[src/hw/rtl/thl_pkg.sv]
// ----------------------------------------------------------------------------
// thl_pkg
// Types and constants for the three-level light classifier with hysteresis.
// ----------------------------------------------------------------------------
package thl_pkg;

    localparam int unsigned SAMPLE_W = 10;
    localparam int unsigned ACT_W    = 12;
    localparam int unsigned CFG_IDX_W = 2;

    typedef enum logic [1:0] {
        LVL_LOW    = 2'd0,
        LVL_MEDIUM = 2'd1,
        LVL_HIGH   = 2'd2
    } level_t;

    localparam logic [2:0] CAP_NONE         = 3'd0;
    localparam logic [2:0] CAP_LOW_SET      = 3'd1;
    localparam logic [2:0] CAP_HIGH_INSTEAD = 3'd2;
    localparam logic [2:0] CAP_HIGH_SET     = 3'd3;
    localparam logic [2:0] CAP_LOW_INSTEAD  = 3'd4;

    localparam logic [CFG_IDX_W-1:0] CFG_MARGIN       = 2'd0;
    localparam logic [CFG_IDX_W-1:0] CFG_DEFAULT_LOW  = 2'd1;
    localparam logic [CFG_IDX_W-1:0] CFG_DEFAULT_HIGH = 2'd2;

    localparam logic [SAMPLE_W-1:0] RST_MARGIN       = 10'd30;
    localparam logic [SAMPLE_W-1:0] RST_DEFAULT_LOW  = 10'd135;
    localparam logic [SAMPLE_W-1:0] RST_DEFAULT_HIGH = 10'd420;

    typedef struct packed {
        logic [SAMPLE_W-1:0] sample;
        logic                low_button;
        logic                high_button;
    } in_item_t;

    typedef struct packed {
        logic [1:0]          level;
        logic                level_changed;
        logic [2:0]          capture_event;
        logic                bases_restored;
        logic [SAMPLE_W-1:0] base_low;
        logic [SAMPLE_W-1:0] base_high;
    } out_item_t;

    typedef struct packed {
        logic [SAMPLE_W-1:0] margin;
        logic [SAMPLE_W-1:0] default_low;
        logic [SAMPLE_W-1:0] default_high;
    } cfg_t;

    typedef struct packed {
        logic signed [ACT_W-1:0] active_low;
        logic signed [ACT_W-1:0] active_high;
        logic [SAMPLE_W-1:0]     base_low;
        logic [SAMPLE_W-1:0]     base_high;
        level_t                  level;
        logic                    low_button_prev;
        logic                    high_button_prev;
    } state_t;

endpackage

[src/hw/rtl/thl_core.sv]
// ----------------------------------------------------------------------------
// thl_core
// Per-item next-state and result logic: button capture, base restore,
// threshold hysteresis and level classification.
// ----------------------------------------------------------------------------
module thl_core (
    input  thl_pkg::state_t    st,
    input  thl_pkg::in_item_t  item,
    input  thl_pkg::cfg_t      cfg,
    output thl_pkg::state_t    st_next,
    output thl_pkg::out_item_t res
);
    import thl_pkg::*;

    logic signed [ACT_W-1:0] s;
    logic signed [ACT_W-1:0] m;
    logic signed [ACT_W-1:0] al;
    logic signed [ACT_W-1:0] ah;
    logic signed [ACT_W-1:0] bl;
    logic signed [ACT_W-1:0] bh;
    logic signed [ACT_W-1:0] gap;
    logic [2:0]              ev;
    logic                    restored;
    logic                    low_edge;
    logic                    high_edge;
    level_t                  lvl;

    assign low_edge  = item.low_button & ~st.low_button_prev;
    assign high_edge = item.high_button & ~st.high_button_prev;
    assign s = $signed({2'b00, item.sample});
    assign m = $signed({2'b00, cfg.margin});

    always_comb begin
        al       = st.active_low;
        ah       = st.active_high;
        bl       = $signed({2'b00, st.base_low});
        bh       = $signed({2'b00, st.base_high});
        ev       = CAP_NONE;
        restored = 1'b0;
        lvl      = st.level;

        if (low_edge) begin
            if (s < ah) begin
                al = s;
                bl = s;
                ev = CAP_LOW_SET;
            end else begin
                ah = s;
                bh = s;
                ev = CAP_HIGH_INSTEAD;
            end
        end

        // high capture sees the low capture of the same item
        if (high_edge) begin
            if (s > al) begin
                ah = s;
                bh = s;
                ev = CAP_HIGH_SET;
            end else begin
                al = s;
                bl = s;
                ev = CAP_LOW_INSTEAD;
            end
        end

        gap = bh - bl;
        if (gap <= m) begin
            bl       = $signed({2'b00, cfg.default_low});
            bh       = $signed({2'b00, cfg.default_high});
            al       = bl;
            ah       = bh;
            restored = 1'b1;
        end

        // return to base once the sample is a full margin away
        if (s >= bl + m || s <= bl - m) begin
            al = bl;
        end
        if (s >= bh + m || s <= bh - m) begin
            ah = bh;
        end

        if (s < al && st.level != LVL_LOW) begin
            if (st.level == LVL_MEDIUM) begin
                al = bl + m;
            end
            lvl = LVL_LOW;
        end else if (s >= al && s < ah && st.level != LVL_MEDIUM) begin
            if (st.level == LVL_LOW) begin
                al = bl - m;
            end
            if (st.level == LVL_HIGH) begin
                ah = bh + m;
            end
            lvl = LVL_MEDIUM;
        end else if (s >= ah && st.level != LVL_HIGH) begin
            if (st.level == LVL_MEDIUM) begin
                ah = bh - m;
            end
            lvl = LVL_HIGH;
        end
    end

    always_comb begin
        st_next.active_low       = al;
        st_next.active_high      = ah;
        st_next.base_low         = bl[SAMPLE_W-1:0];
        st_next.base_high        = bh[SAMPLE_W-1:0];
        st_next.level            = lvl;
        st_next.low_button_prev  = item.low_button;
        st_next.high_button_prev = item.high_button;

        res.level          = lvl;
        res.level_changed  = (lvl != st.level);
        res.capture_event  = ev;
        res.bases_restored = restored;
        res.base_low       = bl[SAMPLE_W-1:0];
        res.base_high      = bh[SAMPLE_W-1:0];
    end

endmodule

[src/hw/rtl/three_level_hysteresis_classifier_top.sv]
// Each accepted item is held in the input register; its result is registered when it moves on.
// Throughput: one item per cycle while the output is not stalled; the classifier state loop
// closes through the core logic between the input and result registers.
// Reset (aresetn low, synchronous): bases 135/420, margin 30, level medium,
// both pipeline registers empty; configuration writes are always accepted.
// ----------------------------------------------------------------------------
// three_level_hysteresis_classifier_top
// Light sample classifier with button-captured thresholds and hysteresis.
// ----------------------------------------------------------------------------
module three_level_hysteresis_classifier_top (
    input  logic                                 aclk,
    input  logic                                 aresetn,
    input  logic                                 s_valid,
    output logic                                 s_ready,
    input  thl_pkg::in_item_t                    s_item,
    output logic                                 m_valid,
    input  logic                                 m_ready,
    output thl_pkg::out_item_t                   m_item,
    input  logic                                 cfg_valid,
    output logic                                 cfg_ready,
    input  logic [thl_pkg::CFG_IDX_W-1:0]        cfg_index,
    input  logic [thl_pkg::SAMPLE_W-1:0]         cfg_data
);
    import thl_pkg::*;

    cfg_t      cfg_reg;
    state_t    st_reg;
    state_t    st_next;
    in_item_t  in_reg;
    logic      in_valid_reg;
    out_item_t out_reg;
    out_item_t out_next;
    logic      out_valid_reg;
    logic      advance;

    assign advance   = in_valid_reg && (!out_valid_reg || m_ready);
    assign s_ready   = !in_valid_reg || advance;
    assign cfg_ready = 1'b1;
    assign m_valid   = out_valid_reg;
    assign m_item    = out_reg;

    always_ff @(posedge aclk) begin
        if (!aresetn) begin
            cfg_reg.margin       <= RST_MARGIN;
            cfg_reg.default_low  <= RST_DEFAULT_LOW;
            cfg_reg.default_high <= RST_DEFAULT_HIGH;
        end else if (cfg_valid) begin
            case (cfg_index)
                CFG_MARGIN:       cfg_reg.margin       <= cfg_data;
                CFG_DEFAULT_LOW:  cfg_reg.default_low  <= cfg_data;
                CFG_DEFAULT_HIGH: cfg_reg.default_high <= cfg_data;
                default:          ;
            endcase
        end
    end

    // input register: take a new item when empty or whenever the held one moves on
    always_ff @(posedge aclk) begin
        if (!aresetn) begin
            in_valid_reg <= 1'b0;
        end else if (s_ready) begin
            in_valid_reg <= s_valid;
        end
        if (s_ready && s_valid) begin
            in_reg <= s_item;
        end
    end

    thl_core u_core (
        .st      (st_reg),
        .item    (in_reg),
        .cfg     (cfg_reg),
        .st_next (st_next),
        .res     (out_next)
    );

    always_ff @(posedge aclk) begin
        if (!aresetn) begin
            st_reg.active_low       <= $signed({2'b00, RST_DEFAULT_LOW});
            st_reg.active_high      <= $signed({2'b00, RST_DEFAULT_HIGH});
            st_reg.base_low         <= RST_DEFAULT_LOW;
            st_reg.base_high        <= RST_DEFAULT_HIGH;
            st_reg.level            <= LVL_MEDIUM;
            st_reg.low_button_prev  <= 1'b0;
            st_reg.high_button_prev <= 1'b1;
        end else if (advance) begin
            st_reg <= st_next;
        end
    end

    always_ff @(posedge aclk) begin
        if (!aresetn) begin
            out_valid_reg <= 1'b0;
        end else if (advance) begin
            out_valid_reg <= 1'b1;
        end else if (m_ready) begin
            out_valid_reg <= 1'b0;
        end
        if (advance) begin
            out_reg <= out_next;
        end
    end

`ifndef SYNTHESIS
    a_level_code: assert property (@(posedge aclk) disable iff (!aresetn)
        m_valid |-> m_item.level != 2'd3)
        else $error("result level out of range");

    a_level_tracks_state: assert property (@(posedge aclk) disable iff (!aresetn)
        m_valid |-> m_item.level == st_reg.level)
        else $error("pending result level differs from state");

    a_bases_ordered: assert property (@(posedge aclk) disable iff (!aresetn)
        (m_valid && !m_item.bases_restored) |-> m_item.base_high > m_item.base_low)
        else $error("bases out of order without restore");
`endif

endmodule
[config.mk]
export PLATFORM = sky130hd
export DESIGN_NAME = three_level_hysteresis_classifier_top
export DESIGN_NICKNAME = d
export VERILOG_FILES = /design/src/hw/rtl/thl_pkg.sv /design/src/hw/rtl/thl_core.sv /design/src/hw/rtl/three_level_hysteresis_classifier_top.sv
export SDC_FILE = /design/constraint.sdc
export NUM_CORES = 1
export LEC_CHECK = 0
export ABC_AREA = 1
export BUFFER_PORTS_ARGS = -buffer_cell sky130_fd_sc_hd__buf_2
export CAP_MARGIN = 40
export CELL_PAD_IN_SITES_DETAIL_PLACEMENT = 1
export CELL_PAD_IN_SITES_GLOBAL_PLACEMENT = 2
export CORE_AREA = 4 4 248 129
export CTS_BUF_LIST = sky130_fd_sc_hd__clkbuf_8
export DETAILED_ROUTE_END_ITERATION = 8
export DIE_AREA = 0 0 252 133
export PLACE_DENSITY = 0.84
export SLEW_MARGIN = 0
export SYNTH_ARGS = -nofsm -noshare
export SYNTH_HDL_FRONTEND = slang
export SYNTH_HIERARCHICAL = 1
export SYNTH_SLANG_ARGS = --single-unit
export TNS_END_PERCENT = 5
[constraint.sdc]
create_clock -name aclk -period 18.92 [get_ports aclk]
set_input_delay 0.946 -clock aclk [delete_from_list [all_inputs] [get_ports aclk]]
set_output_delay 0.946 -clock aclk [all_outputs]
set_load 0.05 [all_outputs]
Word-level counts from Yosys, hierarchy flattened --
Cells that the tools add are included.
Word-level totals: register bits after elaboration 119, bits of input ports 29, output and inout bits 30, word-level logic and storage cells 108
Operators by class: $add $sub $neg 5, magnitude comparators 11, equal/unequal tests 7, multiplexer cells 41, bitwise operators 4, reduce and logical (&&, ||, !) cells 19
Operator list (number):
- $mux W12 | 29
- $ge A11 B12 Y1 | 4
- $lt A11 B12 Y1 | 3
- $add A12 B11 Y12 | 2
- $le A11 B12 Y1 | 2
- $sub A12 B11 Y12 | 2
- $mux W10 | 2
- $gt A11 B12 Y1 | 1
- $le A12 B11 Y1 | 1
- $sub A12 B12 Y12 | 1
- $mux W3 | 3
- $mux W2 | 4
- $logic_and A1 B1 Y1 | 6
- $reduce_and A2 Y1 | 3
- $eq A2 B1 Y1 const B | 2
- $eq A2 B2 Y1 const B | 2
- $logic_not A2 Y1 | 2
- $logic_or A1 B1 Y1 | 4
- $reduce_bool A2 Y1 | 2
- $mux W1 | 3
- $and A1 B1 Y1 | 2
- $logic_not A1 Y1 | 2
- $ne A2 B1 Y1 const B | 1
- $ne A2 B2 Y1 | 1
- other kinds (2) | 3

Longest topological paths before layout --
depth after elaboration 19, mapped depth 109

Hierarchy --
The synthesis kept the hierarchy.
By module, submodules not included:
- thl_core | instances 1, cells each 1187, area each 6860.3 um^2
- three_level_hysteresis_classifier_top | instances 1, cells each 504, area each 4591.9 um^2

Worst setup path before layout --
No wires, ideal clock.
path kind reg2reg, from reg in_reg[3] (netlist name), to reg st_reg[30] (netlist name), library setup time 0.115 ns, data arrival time 12.041 ns, required time 18.805 ns, slack 6.765 ns, stages on the path, launching flop included 97, buffers on the path 8, clock period less this slack 12.155 ns, path through edfxtp_1 -> ha_1 -> a21boi_0 -> o211ai_1 -> nand2_1 -> a21oi_1 -> nor2_1 -> o21a_1 -> o21a_1 -> o21ai_0 -> nand2_1 -> a21oi_1 -> nor3_1 -> ha_1 -> inv_1 -> nand2_2 -> clkbuf_1 -> clkbuf_1 -> (+61 left out) -> a21oi_1 -> o21ai_0 -> a21o_1 -> a21oi_1 -> nand2_1 -> nand2_2 -> nand3_2 -> nor2_4 -> buf_4 -> nand3_1 -> nand2_1 -> nand2_1 -> nand2_1 -> inv_1 -> inv_1 -> nand3_1 -> nand2_1 -> nor2_1
RTL lines:
- start, declared | line three_level_hysteresis_classifier_top.sv:29 | in_item_t in_reg;
- start signal, assigned | line three_level_hysteresis_classifier_top.sv:65 | in_reg <= s_item;
- end signal, assigned | line three_level_hysteresis_classifier_top.sv:87 | st_reg <= st_next;
- end, declared | line three_level_hysteresis_classifier_top.sv:27 | state_t st_reg;

==> impl_metrics.sql <==
INSERT INTO impl_metrics (metric_group, metric, value, unit) VALUES
('outcome', 'outcome', 'complete, no violations', ''),
('sta', 'period_share', '0.814', ''),
('clock_tree', 'postCtsHoldBufs', '0', ''),
('final_layout', 'largest_register_ffs', '48', ''),
('clock_tree', 'root_buffer', 'sky130_fd_sc_hd__clkbuf_8', ''),
('yosys', 'yosys_warnings', '6', ''),
('clock_tree', 'clk_latency', '490', 'ps'),
('yosys', 'synth.area.top_cells', 'sky130_fd_sc_hd__ha_1 15%, sky130_fd_sc_hd__nand2_1 14%, sky130_fd_sc_hd__dfxtp_1 14%, sky130_fd_sc_hd__edfxtp_1 10%, sky130_fd_sc_hd__inv_1 7.3%', ''),
('die', 'fp.dieW', '252', 'um'),
('sta', 'rsz0062_at_grt', 'false', ''),
('yosys', 'ys_ff_latch', '119', ''),
('grt', 'first_global_vias', '11430', ''),
('sta', 'slew_headroom', '0.368', ''),
('grt', 'total_global_routing_track_utilization', '0.280', ''),
('placement', 'place_worst_setup_slack', '3800', 'ps'),
('sta', 'final.setup_skew', '14.2', 'ps'),
('clock_tree', 'cts_setup_buffers', '0', ''),
('detailed_routing', 'via_per_inst', '5.43', ''),
('worst_setup_path', 'critical_path.slowest_cell', 'sky130_fd_sc_hd__edfxtp_1', ''),
('sta', 'final_slew_violations', '0', ''),
('sta', 'worst_pin_slew', '947', 'ps'),
('clock_tree', 'cts_resized', '0', ''),
('detailed_routing', 'wl_per_cell', '22.2', 'um'),
('grt', 'number_of_antenna_violations_at_the_first_check_in_global_routing', '0', ''),
('die', 'die_area', '33500', 'um^2'),
('placement', 'place_hpwl', '37600', 'um'),
('die', 'initial_core_utilization', '0.384', ''),
('detailed_routing', 'finalWirelength', '46700', 'um'),
('yosys', 'mappedNetlistArea', '11500', 'um^2'),
('yosys', 'post_syn_nets', '1859', ''),
('worst_setup_path', 'startpoint_type', 'flip-flop', ''),
('grt', 'first_pass_grt_wire_length', '70600', 'um'),
('clock_tree', 'cts_made_buffers', '17', ''),
('yosys', 'postSynthCellCount', '1691', ''),
('sta', 'setup_viol', '0', ''),
('worst_hold_path', 'hold_path.class', 'reg2reg', ''),
('clock_tree', 'cts.clk_slew.worst_paths', '80', 'ps'),
('worst_hold_path', 'whs_path_depth', '2', ''),
('detailed_routing', 'drc_errors', '0', ''),
('detailed_routing', 'drt-initial-drc-count', '954', ''),
('final_layout', 'finish.net_count', '1861', ''),
('final_layout', 'sequential_cell_area', '2770', 'um^2'),
('worst_setup_path', 'timing.critical_path.mode_cell', 'sky130_fd_sc_hd__nand2_1', ''),
('die', 'fp-row-count', '45', ''),
('sta', 'finalHoldViolations', '0', ''),
('placement', 'postPlaceCellArea', '11800', 'um^2'),
('sta', 'fmax', '0.0649', 'GHz'),
('detailed_routing', 'drt_pass1_iterations', '5', ''),
('clock_tree', 'cts_sinks', '119', ''),
('job', 'drv.max_cap_violation_count', '0', ''),
('sta', 'post-route-worst-setup-slack', '3510', 'ps'),
('clock_tree', 'ctsLongestPathBuffers', '2', ''),
('yosys', 'postSynthAreaPerCell', '6.77', 'um^2'),
('yosys', 'synth.yosys.seq_area_share', '0.242', ''),
('clock_tree', 'tritoncts_clock_tree', 'done', ''),
('worst_setup_path', 'cp.required', '19280', 'ps'),
('worst_setup_path', 'cp_max_fo', '28', ''),
('grt', 'maximum_number_of_pins_on_one_net_before_global_route_repair', '81', ''),
('die', 'core_area', '29800', 'um^2'),
('placement', 'input_output_buffers', '57', ''),
('final_layout', 'postLayoutCellArea', '12200', 'um^2'),
('final_layout', 'layout_common_cells', '429 x sky130_fd_sc_hd__nand2_1, 225 x sky130_fd_sc_hd__inv_1, 147 x sky130_fd_sc_hd__nand3_1', ''),
('worst_setup_path', 'worst_r2r_path_depth', '81', ''),
('sta', 'setup-tns-final', '0', 'ps'),
('final_layout', 'multi_input_comb_area', '7180', 'um^2'),
('yosys', 'netlist.top_cell.by_area', 'sky130_fd_sc_hd__ha_1', ''),
('detailed_routing', 'vias', '11439', ''),
('die', 'i_o_pins', '59', ''),
('worst_setup_path', 'slowest_delay', '760', 'ps'),
('yosys', 'ys_types', '59', ''),
('detailed_routing', 'antenna_left', '0', '');
==> synthesized netlist by cell type (all sizes together) <==
cell type / instances
o21ai: 69
mux2: 1
and3: 1
buf: 79
nor4: 2
clkinv: 3
nand3b: 3
nor3: 9
nand3: 159
o311ai: 1
o2111ai: 2
nand4: 31
conb: 1
edfxtp: 39
fa: 5
a21oi: 135
xor2: 28
dfxtp: 80
ha: 134
a21boi: 2
or2: 7
inv: 237
clkbuf: 10
o21a: 3
o31a: 1
o211ai: 14
a31oi: 7
a21o: 4
o221ai: 3
xnor2: 6
o31ai: 3
nand2: 443
nor2: 155
a221oi: 2
o21bai: 6
nor3b: 3
a211oi: 3
==> cells by family (layout without fill, tap and decap cells) <==
group | count (synthesis) | count (layout) | synth area share
xor gates and xnor gates | 34 | 34 | 0.0273
adders and majority gates | 139 | 139 | 0.155
and+or+nand+nor | 813 | 813 | 0.315
muxes | 1 | 1 | 0.000983
buffers and inverters | 329 | 344 | 0.131
other | 1 | 1 | 0.000327
AOI/OAI and AO/OA | 255 | 255 | 0.128
DFF | 119 | 119 | 0.242
==> final timing paths <==
path / end / from / slack (ps)
worst max-delay path: st_reg[36]$_SDFFE_PN1P_ / in_reg[5]$_DFFE_PP_ / 3510
worst min-delay path: st_reg[43]$_SDFFE_PN1P_ / st_reg[43]$_SDFFE_PN1P_ / 460
worst max register to register: st_reg[36]$_SDFFE_PN1P_ / in_reg[5]$_DFFE_PP_ / 3510
worst min register to register: st_reg[43]$_SDFFE_PN1P_ / st_reg[43]$_SDFFE_PN1P_ / 460
==> critical path: cells and delay by family (launching register included) <==
family / cells / cell delay (ps)
xor+xnor: 2 / 430
simple gates: 33 / 4370
flops: 1 / 760
compound gates: 30 / 5220
buf+inv: 8 / 1820
fa+ha+maj: 8 / 2600
==> metrics by stage <==
step                      hold WS (ps)   util
after floorplan                    429      -
after global placement             438  0.394
after detailed placement           450  0.394
after CTS                          469  0.409
after global routing               484  0.409
final                              464  0.409
==> layer usage <==
| metal | track usage | part of all wire | vias to the layer above |
|---|---|---|---|
| met5 | 0 | 0 | - |
| met2 | 0.382 | 0.39 | 339 |
| met1 | 0.435 | 0.52 | 5554 |
| met4 | 0.0585 | 0.016 | 0 |
| met3 | 0.0707 | 0.077 | 55 |
| li1 | - | - | 5491 |
==> area by class of cell <==
type	count	area share
Multi-Input combinational cell	1243	0.589
Sequential cell	119	0.227
Timing Repair Buffer	72	0.0334
Clock inverter	14	0.0150
Inverter	240	0.0745
Tap cell	399	0.0409
Clock buffer	18	0.0203
Power is not shown: default switching activity piles up to over one toggle a cycle in this logic, so the estimate is an artifact.
